### src/rtl/mu8_pkg.sv
// Package for the modified UTF-8 validator and decoder.
// Holds the byte-class constants and the types shared by the decoder and top level.
// No dependencies.
`timescale 1ns / 1ps

package mu8_pkg;

    // Byte classes and field masks.
    localparam logic [7:0] ContMask  = 8'hC0;
    localparam logic [7:0] ContTag   = 8'h80;
    localparam logic [7:0] AsciiMax  = 8'h7F;
    localparam logic [7:0] Lead2Max  = 8'hDF;
    localparam logic [7:0] Lead2Bits = 8'h1F;
    localparam logic [7:0] Lead3Bits = 8'h0F;
    localparam logic [7:0] ContBits  = 8'h3F;
    localparam logic [7:0] BadMin    = 8'hF0;
    localparam logic [7:0] Lead3Min  = 8'hE0;

    // Most results one input item can cause.
    localparam int unsigned MaxRes = 3;

    // One result item.
    typedef struct packed {
        logic [15:0] code_unit;
        logic        unit_ok;
        logic        final_result;
        logic        string_valid;
    } t_result;

    // Bytes of an unfinished sequence and the string status.
    typedef struct packed {
        logic [1:0][7:0] bytes;
        logic [1:0]      count;
        logic            valid_so_far;
    } t_pend;

endpackage

### src/rtl/mu8_if.sv
// Valid/ready channel interfaces for the input bytes and the result items.
// Depends on nothing.
`timescale 1ns / 1ps

interface mu8_byte_if;
    logic       valid;
    logic       ready;
    logic [7:0] data_byte;
    logic       end_of_string;

    modport source (output valid, output data_byte, output end_of_string, input ready);
    modport sink   (input valid, input data_byte, input end_of_string, output ready);
endinterface

interface mu8_unit_if;
    logic        valid;
    logic        ready;
    logic [15:0] code_unit;
    logic        unit_ok;
    logic        final_result;
    logic        string_valid;

    modport source (output valid, output code_unit, output unit_ok,
                    output final_result, output string_valid, input ready);
    modport sink   (input valid, input code_unit, input unit_ok,
                    input final_result, input string_valid, output ready);
endinterface

### src/rtl/mu8_decode.sv
// Combinational step of the decoder: held bytes plus one new byte in, results out.
// Depends on mu8_pkg.
`timescale 1ns / 1ps

module mu8_decode (
    input  mu8_pkg::t_pend                       i_pend,
    input  logic [7:0]                           i_data_byte,
    input  logic                                 i_end_of_string,
    output mu8_pkg::t_result [mu8_pkg::MaxRes-1:0] o_res,
    output logic [1:0]                           o_res_count,
    output mu8_pkg::t_pend                       o_pend
);

    function automatic logic is_cont(input logic [7:0] b);
        return (b & mu8_pkg::ContMask) == mu8_pkg::ContTag;
    endfunction

    logic [3:0][7:0] bytes;
    logic [1:0]      n;
    logic [1:0]      p;
    logic [1:0]      avail;
    logic [1:0]      r;
    logic [1:0]      adv;
    logic            stop;
    logic            vsf;
    logic            emit;
    logic            ok;
    logic [15:0]     unit;
    logic [7:0]      b;
    logic [7:0]      c1;
    logic [7:0]      c2;
    logic            enough;

    always_comb begin
        // Line up the held bytes in front of the new byte.
        bytes = '0;
        unique case (i_pend.count)
            2'd0: begin
                bytes[0] = i_data_byte;
                n        = 2'd1;
            end
            2'd1: begin
                bytes[0] = i_pend.bytes[0];
                bytes[1] = i_data_byte;
                n        = 2'd2;
            end
            default: begin
                bytes[0] = i_pend.bytes[0];
                bytes[1] = i_pend.bytes[1];
                bytes[2] = i_data_byte;
                n        = 2'd3;
            end
        endcase

        p      = '0;
        r      = '0;
        stop   = 1'b0;
        vsf    = i_pend.valid_so_far;
        o_res  = '0;
        avail  = '0;
        adv    = '0;
        emit   = 1'b0;
        ok     = 1'b0;
        unit   = '0;
        b      = '0;
        c1     = '0;
        c2     = '0;
        enough = 1'b0;

        // At most one result per byte, so three passes resolve the buffer.
        for (int k = 0; k < mu8_pkg::MaxRes; k++) begin
            emit = 1'b0;
            adv  = 2'd1;
            if (!stop && (p < n)) begin
                b     = bytes[p];
                c1    = bytes[p + 2'd1];
                c2    = bytes[p + 2'd2];
                avail = n - p;
                emit  = 1'b1;
                ok    = 1'b0;
                unit  = {8'h00, b};
                if ((b == 8'h00) || (b >= mu8_pkg::BadMin) || is_cont(b)) begin
                    ok = 1'b0;
                end else if (b <= mu8_pkg::AsciiMax) begin
                    ok = 1'b1;
                end else begin
                    enough = (b < mu8_pkg::Lead3Min) ? (avail >= 2'd2) : (avail == 2'd3);
                    if (!enough) begin
                        // A lead waits for its continuations unless the string ends.
                        if (!i_end_of_string) begin
                            stop = 1'b1;
                            emit = 1'b0;
                        end
                    end else if (b <= mu8_pkg::Lead2Max) begin
                        if (is_cont(c1)) begin
                            ok   = 1'b1;
                            unit = {5'd0, b[4:0] & mu8_pkg::Lead2Bits[4:0],
                                    c1[5:0] & mu8_pkg::ContBits[5:0]};
                            adv  = 2'd2;
                        end
                    end else begin
                        if (is_cont(c1) && is_cont(c2)) begin
                            ok   = 1'b1;
                            unit = {b[3:0] & mu8_pkg::Lead3Bits[3:0],
                                    c1[5:0] & mu8_pkg::ContBits[5:0],
                                    c2[5:0] & mu8_pkg::ContBits[5:0]};
                            adv  = 2'd3;
                        end
                    end
                end
                if (emit) begin
                    o_res[r].code_unit = unit;
                    o_res[r].unit_ok   = ok;
                    r                  = r + 2'd1;
                    p                  = p + adv;
                    if (!ok) begin
                        vsf = 1'b0;
                    end
                end
            end
        end

        // The last result of a string carries its overall status.
        o_pend = '0;
        if (i_end_of_string) begin
            if (r != 2'd0) begin
                o_res[r - 2'd1].final_result = 1'b1;
                o_res[r - 2'd1].string_valid = vsf;
            end
            o_pend.count        = 2'd0;
            o_pend.valid_so_far = 1'b1;
        end else begin
            o_pend.bytes[0]     = bytes[p];
            o_pend.bytes[1]     = bytes[p + 2'd1];
            o_pend.count        = n - p;
            o_pend.valid_so_far = vsf;
        end
        o_res_count = r;
    end

endmodule

### src/rtl/modified_utf8_validate_decode.sv
// Top level of the modified UTF-8 validator and decoder.
// Depends on mu8_pkg, mu8_byte_if, mu8_unit_if and mu8_decode.
`timescale 1ns / 1ps

//  channel   direction  payload
//  i_byte    in         data_byte[7:0], end_of_string
//  o_unit    out        code_unit[15:0], unit_ok, final_result, string_valid
//
// A byte is decoded in the cycle it is accepted; its results sit in a three-entry
// result register and leave one per cycle while the receiver is ready. A byte with one
// result lets the next byte in the next cycle if that result is taken; a byte that
// resolves several held bytes stalls input until all but its last result are taken.
// Reset clears the held byte and result counts; a stalled result holds until taken.

module modified_utf8_validate_decode (
    input  logic              i_clk,
    input  logic              i_rst_n,
    mu8_byte_if.sink          i_byte,
    mu8_unit_if.source        o_unit
);

    mu8_pkg::t_pend                          r_pend;
    mu8_pkg::t_pend                          n_pend;
    mu8_pkg::t_result [mu8_pkg::MaxRes-1:0]  r_res;
    mu8_pkg::t_result [mu8_pkg::MaxRes-1:0]  n_res;
    logic [1:0]                              r_cnt;
    logic [1:0]                              n_cnt;
    logic                                    accept;
    logic                                    pop;

    mu8_decode u_decode (
        .i_pend          (r_pend),
        .i_data_byte     (i_byte.data_byte),
        .i_end_of_string (i_byte.end_of_string),
        .o_res           (n_res),
        .o_res_count     (n_cnt),
        .o_pend          (n_pend)
    );

    // Take a byte when the result register is empty or empties in this cycle.
    assign pop          = o_unit.valid && o_unit.ready;
    assign i_byte.ready = (r_cnt == 2'd0) || ((r_cnt == 2'd1) && o_unit.ready);
    assign accept       = i_byte.valid && i_byte.ready;

    assign o_unit.valid        = (r_cnt != 2'd0);
    assign o_unit.code_unit    = r_res[0].code_unit;
    assign o_unit.unit_ok      = r_res[0].unit_ok;
    assign o_unit.final_result = r_res[0].final_result;
    assign o_unit.string_valid = r_res[0].string_valid;

    // Decoder state and result count.
    always_ff @(posedge i_clk) begin
        if (!i_rst_n) begin
            r_pend.count        <= 2'd0;
            r_pend.valid_so_far <= 1'b1;
            r_cnt               <= 2'd0;
        end else if (accept) begin
            r_pend.bytes        <= n_pend.bytes;
            r_pend.count        <= n_pend.count;
            r_pend.valid_so_far <= n_pend.valid_so_far;
            r_cnt               <= n_cnt;
        end else if (pop) begin
            r_cnt <= r_cnt - 2'd1;
        end
    end

    // Result entries load on accept and shift toward the head on each take.
    always_ff @(posedge i_clk) begin
        if (accept) begin
            r_res              <= n_res;
        end else if (pop) begin
            r_res[0] <= r_res[1];
            r_res[1] <= r_res[2];
        end
    end

endmodule

### src/flat_wrapper.sv
// flat-port wrapper written by rule: the top's interface ports become plain ports
module modified_utf8_validate_decode_flat 
  (i_clk, i_rst_n, i_byte_valid, i_byte_data_byte, i_byte_end_of_string, i_byte_ready, o_unit_valid, o_unit_code_unit, o_unit_unit_ok, o_unit_final_result, o_unit_string_valid, o_unit_ready);
  mu8_byte_if i_byte_i ();
  mu8_unit_if o_unit_i ();
  input  logic i_clk;
  input  logic i_rst_n;
  input wire logic [$bits(i_byte_i.valid)-1:0] i_byte_valid;
  input wire logic [$bits(i_byte_i.data_byte)-1:0] i_byte_data_byte;
  input wire logic [$bits(i_byte_i.end_of_string)-1:0] i_byte_end_of_string;
  output wire logic [$bits(i_byte_i.ready)-1:0] i_byte_ready;
  output wire logic [$bits(o_unit_i.valid)-1:0] o_unit_valid;
  output wire logic [$bits(o_unit_i.code_unit)-1:0] o_unit_code_unit;
  output wire logic [$bits(o_unit_i.unit_ok)-1:0] o_unit_unit_ok;
  output wire logic [$bits(o_unit_i.final_result)-1:0] o_unit_final_result;
  output wire logic [$bits(o_unit_i.string_valid)-1:0] o_unit_string_valid;
  input wire logic [$bits(o_unit_i.ready)-1:0] o_unit_ready;
  assign i_byte_i.valid = i_byte_valid;
  assign i_byte_i.data_byte = i_byte_data_byte;
  assign i_byte_i.end_of_string = i_byte_end_of_string;
  assign i_byte_ready = i_byte_i.ready;
  assign o_unit_valid = o_unit_i.valid;
  assign o_unit_code_unit = o_unit_i.code_unit;
  assign o_unit_unit_ok = o_unit_i.unit_ok;
  assign o_unit_final_result = o_unit_i.final_result;
  assign o_unit_string_valid = o_unit_i.string_valid;
  assign o_unit_i.ready = o_unit_ready;
  modified_utf8_validate_decode u_core (.i_clk(i_clk), .i_rst_n(i_rst_n), .i_byte(i_byte_i), .o_unit(o_unit_i));
endmodule
### config.mk
export PLATFORM = sky130hd
export DESIGN_NAME = modified_utf8_validate_decode_flat
export DESIGN_NICKNAME = d
export VERILOG_FILES = /design/src/rtl/mu8_pkg.sv /design/src/rtl/mu8_if.sv /design/src/rtl/mu8_decode.sv /design/src/rtl/modified_utf8_validate_decode.sv /design/src/flat_wrapper.sv
export SDC_FILE = /design/constraint.sdc
export NUM_CORES = 1
export LEC_CHECK = 0
export BUFFER_PORTS_ARGS = -buffer_cell sky130_fd_sc_hd__buf_2
export CORE_MARGIN = 10
export CORE_UTILIZATION = 34
export CTS_CLUSTER_DIAMETER = 100
export DETAILED_ROUTE_END_ITERATION = 8
export GPL_ROUTABILITY_DRIVEN = 0
export GPL_TIMING_DRIVEN = 0
export PLACE_DENSITY = 0.47
export REMOVE_ABC_BUFFERS = 1
export SYNTH_ARGS = -nofsm -noshare
export SYNTH_HDL_FRONTEND = slang
export SYNTH_SLANG_ARGS = --single-unit
### constraint.sdc
create_clock -name i_clk -period 12 [get_ports i_clk]
set_input_delay 2.4 -clock i_clk [delete_from_list [all_inputs] [get_ports i_clk]]
set_output_delay 2.4 -clock i_clk [all_outputs]
set_load 0.01 [all_outputs]
==> results.sh <==
export IMPL_status="finished, final reports clean"
export IMPL_finalSetupViolCount=0
export IMPL_port_buffers=33
export IMPL_antenna_found_initial=0
export IMPL_reg2reg_to="u_core.r_pend[2]$_SDFFE_PN0P_"
export IMPL_drtPass1Iterations=5
export IMPL_crit_top_cell="ha_1"
export IMPL_syn_area_per_cell_sq_um=8.489
export IMPL_rows=53
export IMPL_skew_ps=10.93
export IMPL_layout_min_cycle_time_ps=11400
export IMPL_fin_cells=1125
export IMPL_period_share_pct=94.99
export IMPL_synth_ff_type="edfxtp_1"
export IMPL_post_dp_cell_area_sq_mm=0.007562
export IMPL_cts_buffers_inserted=9
export IMPL_worstSkewPairLatency_ps=360
export IMPL_vias_per_cell=6.730
export IMPL_ant_nets=0
export IMPL_insertedDiodeCount=0
export IMPL_track_usage_pct=19.21
export IMPL_worstRegToRegCells=25
export IMPL_dp_cells=1104
export IMPL_max_cap_viol_count=0
export IMPL_yosys_register_bits=78
export IMPL_crit_path_start="i_byte_data_byte[6]"
export IMPL_yosysTopAreaCellShare_pct=29.72
export IMPL_synth_area_top_cells="edfxtp_1 30%, mux2i_1 4.6%, nor2_1 4.5%"
export IMPL_drv_slew=0
export IMPL_drive_above_1_share_pct=12.82
export IMPL_whs_ps=477.0
export IMPL_crit_path_end_kind="flip-flop"
export IMPL_clk_pin_slew_ps=70
export IMPL_synth_top_area_cell="edfxtp_1"
export IMPL_drt_iter0_drc=1143
export IMPL_drc_errors=0
export IMPL_synth_compound_area_share_pct=33.34
export IMPL_muxShareOfSynthArea_pct=6.343
export IMPL_wirelength_um=28290
export IMPL_routedWlPerCell_um=25.15
export IMPL_start_util_pct=34.87
export IMPL_yosysUniqueCellTypes=97
export IMPL_grt_pass1_vias=7060
export IMPL_nNetsFinal=871
export IMPL_crit_path_start_kind="input pin"
export IMPL_arrival_ps=11650
export IMPL_die_y_um=167.3
export IMPL_die_x_um=167.3
export IMPL_yosysSeqAreaShare_pct=31.07
export IMPL_worstReg2RegStart="u_core.r_pend[2]$_SDFFE_PN0P_"
export IMPL_synth_area_sq_mm=0.007377
export IMPL_path_class="input pin to flip-flop"
export IMPL_async_flop_share_pct=0
export IMPL_root_buffer="clkbuf_16"
export IMPL_fmax_mhz=87.73
export IMPL_worst_path_max_delay_cell="a21boi_1"
export IMPL_cts_hold_buf=0
export IMPL_routed_via_count=7571
export IMPL_clock_sinks=78
export IMPL_dieArea_sq_mm=0.02799
export IMPL_crit_path_max_incr_delay_ps=1110
export IMPL_design_area_sq_mm=0.007919
export IMPL_crit_fanout=28
export IMPL_worstPathRequired_ps=12250
export IMPL_synth_top_cells_by_count="89 x nor2_1, 76 x nand2_1, 73 x edfxtp_1"
export IMPL_r2r_slack_ps=1170
export IMPL_finalSetupTns_ps=0
export IMPL_synth_top_family_by_area="compound AO/OA/AOI/OAI gates"
export IMPL_slew_limit_headroom_pct=4.637
export IMPL_yosysMostFrequentCell="nor2_1"
export IMPL_grt_pass1_wl_um=43370
export IMPL_ys_warn_count=0
export IMPL_ios=34
export IMPL_cts_buffer_depth=2
export IMPL_hold_viol=0
export IMPL_synth_edff_count=73
export IMPL_synthXorXnorAreaFrac_pct=1.085
export IMPL_critPathCapture="u_core.r_pend[2]$_SDFFE_PN0P_"
export IMPL_grt_overflow=0
export IMPL_rsz0062_at_grt="false"
export IMPL_syn_inst=869
export IMPL_worstHoldPathType="flip-flop to flip-flop"
export IMPL_synthAdderAreaFrac_pct=2.307
export IMPL_yosys_area_share_simple_pct=19.78
export IMPL_grt_max_degree=73
export IMPL_ctsHtreeMaxLevel=3
export IMPL_cts_tree="yes"
export IMPL_tightest_slew_ps=1427
export IMPL_core_area_sq_mm=0.02115
export IMPL_synthToLayoutAreaGrowth_pct=7.344
export IMPL_hpwl_um=19770
[worst min path at each step]
stage                                            start                           end  cells after the start
after floorplan           u_core.r_cnt[1]$_SDFFE_PN0P_  u_core.r_cnt[1]$_SDFFE_PN0P_                      2
after global placement    u_core.r_cnt[1]$_SDFFE_PN0P_  u_core.r_cnt[1]$_SDFFE_PN0P_                      2
after detailed placement  u_core.r_cnt[1]$_SDFFE_PN0P_  u_core.r_cnt[1]$_SDFFE_PN0P_                      2
after CTS                 u_core.r_cnt[1]$_SDFFE_PN0P_  u_core.r_cnt[1]$_SDFFE_PN0P_                      2
after global routing      u_core.r_cnt[1]$_SDFFE_PN0P_  u_core.r_cnt[1]$_SDFFE_PN0P_                      2
final                     u_core.r_cnt[1]$_SDFFE_PN0P_  u_core.r_cnt[1]$_SDFFE_PN0P_                      2
[through the flow]
stage	util [%]	worst slack, ps
floorplan	-	2201
global placement	35.54	-857.6
detailed placement	35.75	-963.7
CTS	37.26	78.04
global route	37.43	118.5
finish	37.43	601.4
[logic make-up after synthesis]
logic type               after synthesis
AO/OA/AOI/OAI                        335
buffers and inverters                 95
multiplexers                          44
flip-flops                            78
XOR/XNOR                               7
AND/OR/NAND/NOR                      297
adder cells (fa/ha/maj)               13
[cell usage in the layout (no fill, tap or decap), drive strengths merged, types with 6 or more instances in the layout]
cell type and count:
a2111oi 18, a211oi 8, a21boi 6, a21o 9, a21oi 58, a22o 6, a22oi 9, a31oi 24
and2 6, buf 38, clkbuf 9, edfxtp 73, ha 12, inv 21, mux2 9, mux2i 35
nand2 77, nand3 35, nand4 9, nor2 90, nor3 31, nor4 6, o2111ai 10, o211ai 33
o21a 16, o21ai 47, o22ai 15, o311ai 6, o31ai 18, o32ai 7, or2 6, or3 11
[critical path: cells and delay by family]
| kind | cells | cell delay [ps] |
|---|---|---|
| AOI/OAI and AO/OA | 11 | 4520 |
| adders and majority gates | 4 | 1860 |
| xor gates and xnor gates | 3 | 550 |
| buffers and inverters | 3 | 760 |
| and+or+nand+nor | 4 | 1510 |
[timing repair]
item,4_1_cts,5_1_grt
resized for setup,2,1
setup endpoints to repair,18,18
pin swaps,0,1
gates cloned,1,0
setup buffers,0,4
[flip-flops by register name, summed over array words and instances, names as in the netlist]
signal,count
u_core.r_res,38
u_core.o_unit.string_valid,1
u_core.o_unit.final_result,1
u_core.o_unit.unit_ok,1
u_core.r_cnt,2
u_core.r_pend,19
u_core.o_unit.code_unit,16
[per-layer routing]
metal / global-route usage (%) / share of wire (%)
met1: 26.77 / 45
met2: 28.42 / 43
met3: 4.190 / 9.1
met4: 6.775 / 2.6
met5: 0 / 0
[final cells by class]
class	count	area, sq um
multi-input combinational	696	4676
timing repair buffer	38	210.2
timing repair inverter	1	5.005
sequential	78	2293
clock inverter	7	82.58
inverter	21	82.58
tap	275	344.1
fill	2162	13240
clock buffer	9	225.2
Power is left out: the tool's default activity adds up to more than one toggle a clock period on the data nets, which glitch-free logic cannot reach.
